File: src/rtl/core/jsu_pkg.sv
package jsu_pkg;

   typedef enum logic [1:0] {
      STATUS_DATA,
      STATUS_DONE,
      STATUS_NO_QUOTE,
      STATUS_UNTERMINATED
   } status_type;

   typedef struct packed {
      logic [7:0] out_byte;
      logic       byte_valid;
      status_type status;
      logic       last;
   } result_type;

   localparam int unsigned GROUP_MAX = 4;
   localparam int unsigned GROUP_IDX_W = $clog2(GROUP_MAX);

   typedef struct packed {
      result_type [GROUP_MAX-1:0] item;
      logic [2:0]                 count;
   } group_type;

endpackage

File: src/rtl/core/json_string_unescape_utf8_top.sv
// A result is written into the result queue by the input transfer that causes it.
// Input is taken at one transfer per cycle while the queue has room; results leave
// one per cycle while the receiver is ready, and an input may yield up to four results.
// Input is taken while the eight-entry result queue holds four or fewer entries.
// Reset (synchronous, active high) empties the queue and returns to awaiting a quote.
module json_string_unescape_utf8_top (
   input  logic       clock,
   input  logic       reset,
   input  logic       req_tvalid,
   output logic       req_tready,
   input  logic [7:0] req_tdata,  // [7:0] text_byte
   input  logic [0:0] req_tuser,  // [0] text_end
   output logic       rsp_tvalid,
   input  logic       rsp_tready,
   output logic [7:0] rsp_tdata,  // [7:0] out_byte
   output logic [2:0] rsp_tuser,  // [0] byte_valid, [2:1] status
   output logic       rsp_tlast
);
   import jsu_pkg::*;

   logic       fire;
   group_type  group;
   result_type head;

   assign fire = req_tvalid && req_tready;

   jsu_decoder u_decoder (
      .clock     (clock),
      .reset     (reset),
      .fire      (fire),
      .text_byte (req_tdata),
      .text_end  (req_tuser[0]),
      .group     (group)
   );

   jsu_out_queue u_out_queue (
      .clock      (clock),
      .reset      (reset),
      .push       (fire),
      .group_in   (group),
      .ready      (req_tready),
      .pop_ready  (rsp_tready),
      .head       (head),
      .head_valid (rsp_tvalid)
   );

   assign rsp_tdata = head.out_byte;
   assign rsp_tuser = {head.status, head.byte_valid};
   assign rsp_tlast = head.last;

endmodule

File: src/rtl/core/jsu_decoder.sv
module jsu_decoder (
   input  logic               clock,
   input  logic               reset,
   input  logic               fire,
   input  logic [7:0]         text_byte,
   input  logic               text_end,
   output jsu_pkg::group_type group
);
   import jsu_pkg::*;

   typedef enum logic [3:0] {
      PH_IDLE,
      PH_STR,
      PH_ESC,
      PH_HEX_FIRST,
      PH_AFTER_HIGH,
      PH_AFTER_HIGH_BS,
      PH_HEX_SECOND
   } phase_type;

   typedef struct packed {
      logic [3:0][7:0] b;
      logic [2:0]      n;
   } utf8_type;

   localparam logic [7:0] CHAR_QUOTE     = 8'h22;
   localparam logic [7:0] CHAR_BACKSLASH = 8'h5c;
   localparam logic [7:0] CHAR_U         = 8'h75;
   localparam logic [7:0] CHAR_N         = 8'h6e;
   localparam logic [7:0] CHAR_T         = 8'h74;
   localparam logic [7:0] CHAR_R         = 8'h72;
   localparam logic [7:0] CHAR_B         = 8'h62;
   localparam logic [7:0] CHAR_F         = 8'h66;

   localparam logic [31:0] SUPP_BASE = 32'h0001_0000;
   localparam logic [31:0] LOW_BASE  = 32'h0000_dc00;
   localparam logic [5:0]  HIGH_TAG  = 6'b110110;

   function automatic logic [4:0] hex_digit(input logic [7:0] c);
      logic [4:0] r;
      r = '0;
      if (c inside {[8'h30:8'h39]}) begin
         r = {1'b1, c[3:0]};
      end else if (c inside {[8'h41:8'h46], [8'h61:8'h66]}) begin
         r = {1'b1, c[3:0] + 4'd9};
      end
      return r;
   endfunction

   function automatic logic [7:0] escape_map(input logic [7:0] c);
      logic [7:0] r;
      case (c)
         CHAR_N:  r = 8'h0a;
         CHAR_T:  r = 8'h09;
         CHAR_R:  r = 8'h0d;
         CHAR_B:  r = 8'h08;
         CHAR_F:  r = 8'h0c;
         default: r = c;
      endcase
      return r;
   endfunction

   function automatic utf8_type utf8(input logic [31:0] cp);
      utf8_type r;
      r = '0;
      if (cp < 32'h0000_0080) begin
         r.b[0] = cp[7:0];
         r.n    = 3'd1;
      end else if (cp < 32'h0000_0800) begin
         r.b[0] = 8'hc0 | {3'b000, cp[10:6]};
         r.b[1] = 8'h80 | {2'b00, cp[5:0]};
         r.n    = 3'd2;
      end else if (cp < 32'h0001_0000) begin
         r.b[0] = 8'he0 | {4'b0000, cp[15:12]};
         r.b[1] = 8'h80 | {2'b00, cp[11:6]};
         r.b[2] = 8'h80 | {2'b00, cp[5:0]};
         r.n    = 3'd3;
      end else begin
         r.b[0] = 8'hf0 | cp[25:18];
         r.b[1] = 8'h80 | {2'b00, cp[17:12]};
         r.b[2] = 8'h80 | {2'b00, cp[11:6]};
         r.b[3] = 8'h80 | {2'b00, cp[5:0]};
         r.n    = 3'd4;
      end
      return r;
   endfunction

   function automatic result_type data_item(input logic [7:0] b);
      result_type r;
      r            = '0;
      r.out_byte   = b;
      r.byte_valid = 1'b1;
      r.status     = STATUS_DATA;
      return r;
   endfunction

   function automatic result_type status_item(input status_type s);
      result_type r;
      r        = '0;
      r.status = s;
      return r;
   endfunction

   phase_type   phase_ff, phase_in;
   logic [15:0] hex_value_ff, hex_value_in;
   logic [2:0]  hex_count_ff, hex_count_in;
   logic        hex_stopped_ff, hex_stopped_in;
   logic [15:0] high_unit_ff, high_unit_in;

   logic [4:0]  digit;
   logic [15:0] hv_take;
   logic [2:0]  cnt_take;
   logic        stop_take;
   logic        full;
   logic [31:0] joined;
   logic [31:0] cp;
   logic        emit_utf8;
   logic        tail_valid;
   result_type  tail;
   utf8_type    enc;
   logic [2:0]  np;
   logic [2:0]  total;

   assign digit     = hex_digit(text_byte);
   assign hv_take   = (!hex_stopped_ff && digit[4]) ? {hex_value_ff[11:0], digit[3:0]}
                                                    : hex_value_ff;
   assign stop_take = hex_stopped_ff | ~digit[4];
   assign cnt_take  = hex_count_ff + 3'd1;
   assign full      = cnt_take[2];
   assign joined    = SUPP_BASE + {12'b0, high_unit_ff[9:0], 10'b0}
                      + ({16'b0, hv_take} - LOW_BASE);

   always_comb begin
      phase_in       = phase_ff;
      hex_value_in   = hex_value_ff;
      hex_count_in   = hex_count_ff;
      hex_stopped_in = hex_stopped_ff;
      high_unit_in   = high_unit_ff;
      cp             = '0;
      emit_utf8      = 1'b0;
      tail_valid     = 1'b0;
      tail           = '0;
      case (phase_ff)
         PH_STR: begin
            if (text_end) begin
               tail_valid = 1'b1;
               tail       = status_item(STATUS_UNTERMINATED);
               phase_in   = PH_IDLE;
            end else if (text_byte == CHAR_QUOTE) begin
               tail_valid = 1'b1;
               tail       = status_item(STATUS_DONE);
               phase_in   = PH_IDLE;
            end else if (text_byte == CHAR_BACKSLASH) begin
               phase_in = PH_ESC;
            end else begin
               tail_valid = 1'b1;
               tail       = data_item(text_byte);
            end
         end
         PH_ESC: begin
            if (text_end) begin
               tail_valid = 1'b1;
               tail       = status_item(STATUS_UNTERMINATED);
               phase_in   = PH_IDLE;
            end else if (text_byte == CHAR_U) begin
               hex_value_in   = '0;
               hex_count_in   = '0;
               hex_stopped_in = 1'b0;
               phase_in       = PH_HEX_FIRST;
            end else begin
               tail_valid = 1'b1;
               tail       = data_item(escape_map(text_byte));
               phase_in   = PH_STR;
            end
         end
         PH_HEX_FIRST: begin
            if (text_end) begin
               tail_valid = 1'b1;
               tail       = status_item(STATUS_UNTERMINATED);
               phase_in   = PH_IDLE;
            end else begin
               hex_value_in   = hv_take;
               hex_count_in   = cnt_take;
               hex_stopped_in = stop_take;
               if (full) begin
                  if (hv_take[15:10] == HIGH_TAG) begin
                     high_unit_in = hv_take;
                     phase_in     = PH_AFTER_HIGH;
                  end else begin
                     emit_utf8 = 1'b1;
                     cp        = {16'b0, hv_take};
                     phase_in  = PH_STR;
                  end
               end
            end
         end
         PH_AFTER_HIGH: begin
            cp = {16'b0, high_unit_ff};
            if (text_end) begin
               emit_utf8  = 1'b1;
               tail_valid = 1'b1;
               tail       = status_item(STATUS_UNTERMINATED);
               phase_in   = PH_IDLE;
            end else if (text_byte == CHAR_BACKSLASH) begin
               phase_in = PH_AFTER_HIGH_BS;
            end else if (text_byte == CHAR_QUOTE) begin
               emit_utf8  = 1'b1;
               tail_valid = 1'b1;
               tail       = status_item(STATUS_DONE);
               phase_in   = PH_IDLE;
            end else begin
               emit_utf8  = 1'b1;
               tail_valid = 1'b1;
               tail       = data_item(text_byte);
               phase_in   = PH_STR;
            end
         end
         PH_AFTER_HIGH_BS: begin
            cp = {16'b0, high_unit_ff};
            if (text_end) begin
               emit_utf8  = 1'b1;
               tail_valid = 1'b1;
               tail       = status_item(STATUS_UNTERMINATED);
               phase_in   = PH_IDLE;
            end else if (text_byte == CHAR_U) begin
               hex_value_in   = '0;
               hex_count_in   = '0;
               hex_stopped_in = 1'b0;
               phase_in       = PH_HEX_SECOND;
            end else begin
               emit_utf8  = 1'b1;
               tail_valid = 1'b1;
               tail       = data_item(escape_map(text_byte));
               phase_in   = PH_STR;
            end
         end
         PH_HEX_SECOND: begin
            if (text_end) begin
               tail_valid = 1'b1;
               tail       = status_item(STATUS_UNTERMINATED);
               phase_in   = PH_IDLE;
            end else begin
               hex_value_in   = hv_take;
               hex_count_in   = cnt_take;
               hex_stopped_in = stop_take;
               if (full) begin
                  emit_utf8 = 1'b1;
                  cp        = joined;
                  phase_in  = PH_STR;
               end
            end
         end
         default: begin
            if (text_end || text_byte != CHAR_QUOTE) begin
               tail_valid = 1'b1;
               tail       = status_item(STATUS_NO_QUOTE);
               phase_in   = PH_IDLE;
            end else begin
               phase_in = PH_STR;
            end
         end
      endcase
   end

   assign enc   = utf8(cp);
   assign np    = emit_utf8 ? enc.n : 3'd0;
   assign total = np + {2'b00, tail_valid};

   always_comb begin
      group       = '0;
      group.count = total;
      for (int k = 0; k < GROUP_MAX; k++) begin
         if (3'(k) < np) begin
            group.item[k] = data_item(enc.b[k]);
         end else if (tail_valid && 3'(k) == np) begin
            group.item[k] = tail;
         end
         group.item[k].last = (3'(k) == total - 3'd1);
      end
   end

   always_ff @(posedge clock) begin
      if (reset) begin
         phase_ff       <= PH_IDLE;
         hex_value_ff   <= '0;
         hex_count_ff   <= '0;
         hex_stopped_ff <= 1'b0;
         high_unit_ff   <= '0;
      end else if (fire) begin
         phase_ff       <= phase_in;
         hex_value_ff   <= hex_value_in;
         hex_count_ff   <= hex_count_in;
         hex_stopped_ff <= hex_stopped_in;
         high_unit_ff   <= high_unit_in;
      end
   end

   a_hex_count_range : assert property (@(posedge clock) disable iff (reset)
      hex_count_ff <= 3'd4)
      else $error("hex window count past four characters");

   a_high_unit_held : assert property (@(posedge clock) disable iff (reset)
      (phase_ff == PH_AFTER_HIGH || phase_ff == PH_AFTER_HIGH_BS ||
       phase_ff == PH_HEX_SECOND) |-> high_unit_ff[15:10] == HIGH_TAG)
      else $error("pending high unit is not a high surrogate");

endmodule

File: src/rtl/core/jsu_out_queue.sv
module jsu_out_queue (
   input  logic                clock,
   input  logic                reset,
   input  logic                push,
   input  jsu_pkg::group_type  group_in,
   output logic                ready,
   input  logic                pop_ready,
   output jsu_pkg::result_type head,
   output logic                head_valid
);
   import jsu_pkg::*;

   localparam int unsigned QDEPTH = 8;
   localparam int unsigned CW = $clog2(QDEPTH + 1);

   logic [CW-1:0]            count_ff, count_in;
   logic [CW-1:0]            base;
   logic                     pop;
   result_type [QDEPTH-1:0]  slot_ff, slot_in;

   assign head_valid = count_ff != '0;
   assign head       = slot_ff[0];
   assign pop        = head_valid && pop_ready;
   assign base       = count_ff - CW'(pop);
   assign ready      = count_ff <= CW'(QDEPTH - GROUP_MAX);
   assign count_in   = base + (push ? CW'(group_in.count) : '0);

   for (genvar i = 0; i < QDEPTH; i++) begin : g_slot
      logic [CW-1:0] offset;
      result_type    shifted;
      if (i == QDEPTH - 1) begin : g_end
         assign shifted = slot_ff[i];
      end else begin : g_mid
         assign shifted = slot_ff[i+1];
      end
      assign offset     = CW'(i) - base;
      assign slot_in[i] = (CW'(i) < base) ? (pop ? shifted : slot_ff[i]) :
                          (push && offset < CW'(group_in.count)) ?
                             group_in.item[offset[GROUP_IDX_W-1:0]] : slot_ff[i];
   end

   always_ff @(posedge clock) begin
      if (reset) begin
         count_ff <= '0;
      end else begin
         count_ff <= count_in;
      end
   end

   always_ff @(posedge clock) begin
      slot_ff <= slot_in;
   end

   a_count_range : assert property (@(posedge clock) disable iff (reset)
      count_ff <= CW'(QDEPTH))
      else $error("result queue count past depth");

   a_push_room : assert property (@(posedge clock) disable iff (reset)
      push |-> count_ff <= CW'(QDEPTH - GROUP_MAX))
      else $error("result group pushed without room");

endmodule

File: config.mk
export PLATFORM = sky130hd
export DESIGN_NAME = json_string_unescape_utf8_top
export DESIGN_NICKNAME = d
export VERILOG_FILES = /design/src/rtl/core/jsu_pkg.sv /design/src/rtl/core/json_string_unescape_utf8_top.sv /design/src/rtl/core/jsu_decoder.sv /design/src/rtl/core/jsu_out_queue.sv
export SDC_FILE = /design/constraint.sdc
export NUM_CORES = 1
export LEC_CHECK = 0
export BUFFER_PORTS_ARGS = -buffer_cell sky130_fd_sc_hd__buf_2
export CORE_ASPECT_RATIO = 1.25
export CORE_UTILIZATION = 40
export DETAILED_ROUTE_END_ITERATION = 7
export MAX_ROUTING_LAYER = met4
export PLACE_DENSITY = 0.56
export SETUP_SLACK_MARGIN = 0.05
export SLEW_MARGIN = 20
export SYNTH_ARGS = -nofsm -noshare
export SYNTH_HDL_FRONTEND = slang
export SYNTH_SLANG_ARGS = --single-unit
File: constraint.sdc
create_clock -name clock -period 16.5 [get_ports clock]
set_input_delay 2.475 -clock clock [delete_from_list [all_inputs] [get_ports clock]]
set_output_delay 2.475 -clock clock [all_outputs]
set_load 0.02 [all_outputs]
# Word level (Yosys, flattened, before mapping)
# Cells that the tools add are included.
dict set report op_classes {
  mux 118
  n_lt_le_gt_ge 38
  bitwise 4
  n_reduce_logical 46
  eq_ne 35
  add_sub_neg 17
}
# op n
set ops {}
lappend ops {{12-bit 2-to-1 mux} 45}
lappend ops {{12-bit binary-select mux with 2-bit select} 8}
lappend ops {{32-bit 2-to-1 mux} 4}
lappend ops {{16-bit 2-to-1 mux} 6}
lappend ops {{32-bit case mux with 3 select lines} 1}
lappend ops {{8-bit by 7-bit equality test with 1-bit output (second input constant)} 7}
lappend ops {{12-bit case mux with 4 select lines} 1}
lappend ops {{4-bit 2-to-1 mux} 11}
lappend ops {{8-bit case mux with 5 select lines} 1}
lappend ops {{32-bit adder} 1}
lappend ops {{32-bit by 12-bit < comparator with 1-bit output (second input constant)} 1}
lappend ops {{32-bit by 17-bit < comparator with 1-bit output (second input constant)} 1}
lappend ops {{32-bit by 8-bit < comparator with 1-bit output (second input constant)} 1}
lappend ops {{4-bit by 3-bit < comparator with 1-bit output} 8}
lappend ops {{16-bit case mux with 2 select lines} 1}
lappend ops {{3-bit 2-to-1 mux} 9}
lappend ops {{25-bit 2-to-1 mux} 1}
lappend ops {{2-bit by 3-bit < comparator with 1-bit output (second input constant)} 8}
lappend ops {{24-bit 2-to-1 mux} 1}
lappend ops {{4-bit case mux with 6 select lines} 1}
lappend ops {{17-bit by 20-bit adder with 21-bit output (first input constant)} 1}
lappend ops {{19-bit 2-to-1 mux} 1}
lappend ops {{1-bit logical AND} 18}
lappend ops {{1-bit 2-to-1 mux} 18}
lappend ops {{50 further kinds} 103}
dict set report totals {
  out_inout_bits 14
  register_bits 140
}

# Longest topological paths before layout
dict set report logic_depth {
  ltp_word 25
  mapped_depth 36
  ltp_nobuf 31
}

# Hierarchy
# Synthesis repeated with hierarchy kept, for this count alone.
dict set report unflattened {
  hier_cells 1055
  area_unflattened_um2 10607.7
}
# module cells_each instances area_each_um2
set by_module_without_submodules {}
lappend by_module_without_submodules {jsu_out_queue 435 1 6157.2}
lappend by_module_without_submodules {jsu_decoder 619 1 4444.3}
lappend by_module_without_submodules {json_string_unescape_utf8_top 1 1 6.3}

# Worst setup path after synthesis
# No wires, ideal clock.
dict set report synth_timing {
  kind {input port to flip-flop}
  start {in req_tdata[0]}
  end {reg u_out_queue.slot_ff (netlist bit u_out_queue.g_slot[2].shifted[0]) (enable)}
  t_arrival_ns 10.349
  cell_stages 33
  path_buffers 5
  setup_ns 0.402
  setup_slack_ns 5.749
  cell_sequence {inv_1 -> ha_1 -> or3b_1 -> a22o_1 -> a21o_2 -> nor2_2 -> buf_4 -> buf_1 -> mux2i_1 -> inv_1 -> ha_1 -> a21oi_1 -> nor2_1 -> a21boi_0 -> nor2_1 -> ha_1 -> a21o_1 -> a21oi_1 -> o21ai_0 -> xor2_1 -> nand2_1 -> and4b_1 -> nand2_1 -> buf_2 -> buf_2 -> buf_2 -> nor2_1 -> ha_1 -> xnor2_1 -> ha_1 -> o21ai_0 -> nand2_1 -> o32ai_1}
}
dict set report synth_via {
  elab_chain_len 22
}
# item line_no
set synth_rtl {}
lappend synth_rtl {{start: declaration} json_string_unescape_utf8_top.sv:11} ;# input logic [7:0] req_tdata,
lappend synth_rtl {{8-bit by 7-bit greater-or-equal comparator with 1-bit output / 8-bit by 7-bit <= comparator with 1-bit output (equally long branches)} jsu_decoder.sv:44} ;# end else if (c inside {[8'h41:8'h46], [8'h61:8'h66]}) begin
lappend synth_rtl {{1-bit logical AND} jsu_decoder.sv:44}
lappend synth_rtl {{2-bit nonzero test} jsu_decoder.sv:44}
lappend synth_rtl {{5-bit 2-to-1 mux} jsu_decoder.sv:44}
lappend synth_rtl {{5-bit 2-to-1 mux (*)} jsu_decoder.sv:42} ;# if (c inside {[8'h30:8'h39]}) begin
lappend synth_rtl {{1-bit logical AND (*)} jsu_decoder.sv:125} ;# assign hv_take = (!hex_stopped_ff && digit[4]) ? {hex_value_ff[11:0], digit[3:0]}
lappend synth_rtl {{16-bit 2-to-1 mux (*)} jsu_decoder.sv:125}
lappend synth_rtl {{via u_decoder.hv_take[10]} jsu_decoder.sv:111} ;# logic [15:0] hv_take;
lappend synth_rtl {{(+7 left out)} -}
lappend synth_rtl {{19-bit 2-to-1 mux} jsu_decoder.sv:69} ;# end else if (cp < 32'h0000_0800) begin
lappend synth_rtl {{11-bit 2-to-1 mux} jsu_decoder.sv:66} ;# if (cp < 32'h0000_0080) begin
lappend synth_rtl {{3-bit 2-to-1 mux (*)} jsu_decoder.sv:266} ;# assign np = emit_utf8 ? enc.n : 3'd0;
lappend synth_rtl {{3-bit by 1-bit adder with 3-bit output (*)} jsu_decoder.sv:267} ;# assign total = np + {2'b00, tail_valid};
lappend synth_rtl {{4-bit by 3-bit < comparator with 1-bit output (*)} jsu_out_queue.sv:38} ;# (push && offset < CW'(group_in.count)) ?
lappend synth_rtl {{1-bit logical AND (*)} jsu_out_queue.sv:38}
lappend synth_rtl {{2-bit nonzero test (no source line) (*)} -}
lappend synth_rtl {{2-bit AND reduction (no source line) (*)} -}
lappend synth_rtl {{end signal: assignment} jsu_out_queue.sv:51} ;# slot_ff <= slot_in;
lappend synth_rtl {{end: declaration} jsu_out_queue.sv:19} ;# result_type [QDEPTH-1:0] slot_ff, slot_in;
# The timed path passes the listed nets; every way through them passes the cells marked *.
# A chain may end at the register's enable or synchronous reset.

# Worst setup path after layout
dict set report layout_timing {
  start {in req_tdata[1]}
  end {reg u_out_queue.slot_ff (netlist bit u_out_queue.g_slot[2].shifted[6]) (enable)}
}
# The elaborated chain is that of the path after synthesis.

==> flow_summary_export.csv <==
group,metric,value,unit
run_status,status,"completed",
worst_setup_path,path_class,"in2reg",
global_routing,antenna_found_initial,0,
clocking,post_cts_buffers,0,
synth,syn_avg_cell_area,8.63,µm²
worst_setup_path,timing.critical_path.mode_cell,"ha_1",
finish,drive_gt1_share,11.4,%
clocking,clockBufferDepth,2,
detailed_routing,wl,36.0,mm
clocking,cts-buffers-inserted,17,
finish,diodes,0,
synth,seq_area_frac_synth,34.5,%
worst_setup_path,cp_data_required_time,16.56,ns
die,initial_utilization,40.5,%
clocking,clock-sinks,139,
global_routing,grt_pass1_wl,55.9,mm
die,num_rows,67,
worst_setup_path,path_delay_family,"compound AO/OA/AOI/OAI gates",
detailed_routing,vias,10163,
sta,slew_headroom,23.5,%
synth,synth_xor_area_share,2.83,%
pwr,leakage,4.34,nW
sta,fmax,88.2,MHz
sta,drv_slew,0,
clocking,h-tree-depth,4,
synth,synthCells,1257,
synth,synthMuxAreaShare,4.77,%
global_routing,grt.overflow.total,0,
synth,synth-compound-area-share,27.6,%
finish,fin_nets,1310,
detailed_routing,drt_iter0_drc,736,
global_routing,track_usage,27.5,%
sta,setup_viol,0,
sta,hold_slack,0.488,ns
worst_setup_path,crit_path_top_delay_cell,"o32ai_2",
finish,most-common-layout-cells,"nand2_1 (144), nor2_1 (120), edfxtp_1 (96), o21ai_0 (72), a21oi_1 (69)",
clocking,cts_tree,"built",
global_routing,grt_pass1_vias,9496,
synth,ys.flop_type,"edfxtp_1",
finish,layout_commonest_cell,"nand2_1",
synth,synth_simple_gate_area_share,20.0,%
worst_setup_path,crit_path_end_kind,"register",
detailed_routing,antenna_left,0,
synth,ys_seq_elements,139,
detailed_routing,route.detailed.drc,0,
pwr,finalPower,2.46,mW
sta,min_period,11.34,ns
placement,port_buffers,26,
synth,ys.warnings.count,0,
die,dieWidth,149,µm
detailed_routing,post_drt_wl_per_cell,22.4,µm
hold_path,hold_class,"reg2reg",
clocking,postCtsHoldBufs,0,
synth,synth_top_family_by_area,"compound AO/OA/AOI/OAI gates",
die,die_area,0.0278,mm²
worst_setup_path,start_kind,"primary input",
clocking,root_buffer,"clkbuf_16",
synth,async_flop_share,0,%
placement,dp_hpwl,26.8,mm
worst_setup_path,cp_max_fo,30,
die,design.core.area,0.0267,mm²
pwr,power_density,207,mW/mm²
sta,finalHoldViolations,0,
die,ios,27,
synth,ys_types,98,
worst_setup_path,r2r_slack,7.69,ns
detailed_routing,dr.pass1.iters,5,
placement,finalWeightedCongestion,0.943,
synth,yosys.area_share.adder,5.91,%
worst_setup_path,cpPeakStageDelay,0.95,ns
worst_setup_path,worstPathArrival,11.41,ns
sta,skew,0.0112,ns
detailed_routing,via_per_inst,6.33,
pwr,peakVddDrop,214,µV
clocking,path_clk_slew,0.07,ns
clocking,postCtsResizedCells,0,
global_routing,grt_max_degree,55,
finish,area_growth,9.80,%
synth,synth.net_count,1320,
job,maxCapViolations,0,
synth,synth-edff-count,96,
clocking,clk_latency,0.45,ns
synth,syn-cell-area,0.0108,mm²
die,fp.dieH,186,µm
worst_setup_path,worst-path-buf-inv,5,
sta,tightest_slew,1.14,ns
sta,finalCritPeriodShare,68.7,%
sta,setup_tns,0,ns
sta,rsz0062_at_grt,"false",
==> power by group <==
part           total [mW]  internal [mW]  switching [mW]  leakage [nW]
combinational        1.38          0.450           0.934          2.79
sequential          0.668          0.633          0.0347          1.25
clock               0.412          0.241           0.172         0.297
total                2.46           1.32            1.14          4.34
==> Yosys cell counts, types with 9 or more instances <==
cell | n | area [µm²]
or3_1 | 12 | 75.1
nand4_1 | 12 | 75.1
nand2_1 | 144 | 541
o21a_1 | 14 | 105
o211ai_1 | 20 | 150
nand2b_1 | 13 | 81.3
ha_1 | 48 | 601
a21oi_1 | 69 | 345
mux2i_1 | 28 | 280
nand3_1 | 39 | 195
xnor2_1 | 22 | 193
o21ai_0 | 76 | 380
a211oi_1 | 26 | 195
a31oi_1 | 18 | 113
nor2_1 | 120 | 450
o221ai_1 | 15 | 131
nor4_1 | 11 | 68.8
buf_2 | 9 | 45.0
a22oi_1 | 27 | 203
clkbuf_1 | 62 | 233
nor3_1 | 28 | 140
edfxtp_1 | 96 | 2880
o31ai_1 | 17 | 128
o22ai_1 | 11 | 68.8
and2_1 | 10 | 62.6
mux2_2 | 15 | 169
a31o_2 | 9 | 78.8
dfxtp_1 | 43 | 861
inv_1 | 30 | 113
a21o_1 | 17 | 128
xor2_1 | 13 | 114
==> state kept, by name, indices dropped and copies added (netlist names) <==
register                    flops
u_decoder.phase_ff              3
u_decoder.high_unit_ff         16
u_out_queue.count_ff            4
u_out_queue.g_slot.shifted     84
u_out_queue.head               12
u_decoder.hex_value_ff         16
u_decoder.hex_count_ff          3
u_decoder.hex_stopped_ff        1
==> worst reg2reg max path, delay by kind of cell, from the launching register on <==
family          cells  cell delay, ns
compound gates     10            3.35
flops               1            0.46
mux                 1            0.48
buf+inv             3            0.54
fa+ha+maj           4            1.43
simple gates       10            2.14
==> area by class of cell <==
class	count	area, µm²
clock inverters	15	188
repair buffers	54	340
fillers	2635	14800
inverters	31	116
clock buffers	17	425
multi-input cells	1004	6660
well taps	345	432
flip-flops and latches	139	3740
==> stage by stage <==
stage	instance area [µm²]	cells	setup slack [ns]	utilization, %
detailed placement	11300	1573	4.80	42.2
CTS	11900	1605	5.23	44.5
global placement	11300	1573	5.00	42.2
floorplan	10800	1257	5.75	-
finish	11900	1605	5.16	44.5
global route	11900	1605	4.54	44.5
==> final timing paths <==
path,start,endpoint,depth (start not counted)
setup reg to reg,u_decoder.hex_stopped_ff$_SDFFE_PP0P_,u_out_queue.g_slot[2].shifted[6]$_DFFE_PP_,28
hold / removal,u_decoder.high_unit_ff[12]$_SDFFE_PP0P_,u_decoder.high_unit_ff[12]$_SDFFE_PP0P_,2
hold reg to reg,u_decoder.high_unit_ff[12]$_SDFFE_PP0P_,u_decoder.high_unit_ff[12]$_SDFFE_PP0P_,2
setup / recovery,req_tdata[1],u_out_queue.g_slot[2].shifted[6]$_DFFE_PP_,32
==> cells by family (layout without fill, tap and decap cells) <==
group                    after synthesis  in the layout
AND/OR/NAND/NOR                      448            448
AO/OA/AOI/OAI                        425            425
flip-flops                           139            139
buffers and inverters                114            117
adder cells (fa/ha/maj)               50             50
multiplexers                          46             46
XOR/XNOR                              35             35
==> per-layer routing <==
metal / wire (µm) / part of all wire [%] / up-vias / global-route usage (%)
met5: 0 / 0 / - / -
li1: - / - / 4798 / -
met4: 1530 / 4.2 / 0 / 12.6
met3: 2040 / 5.7 / 96 / 4.36
met1: 15200 / 42 / 4848 / 32.9
met2: 17300 / 48 / 421 / 45.4
(Power assumes the default switching activity.)
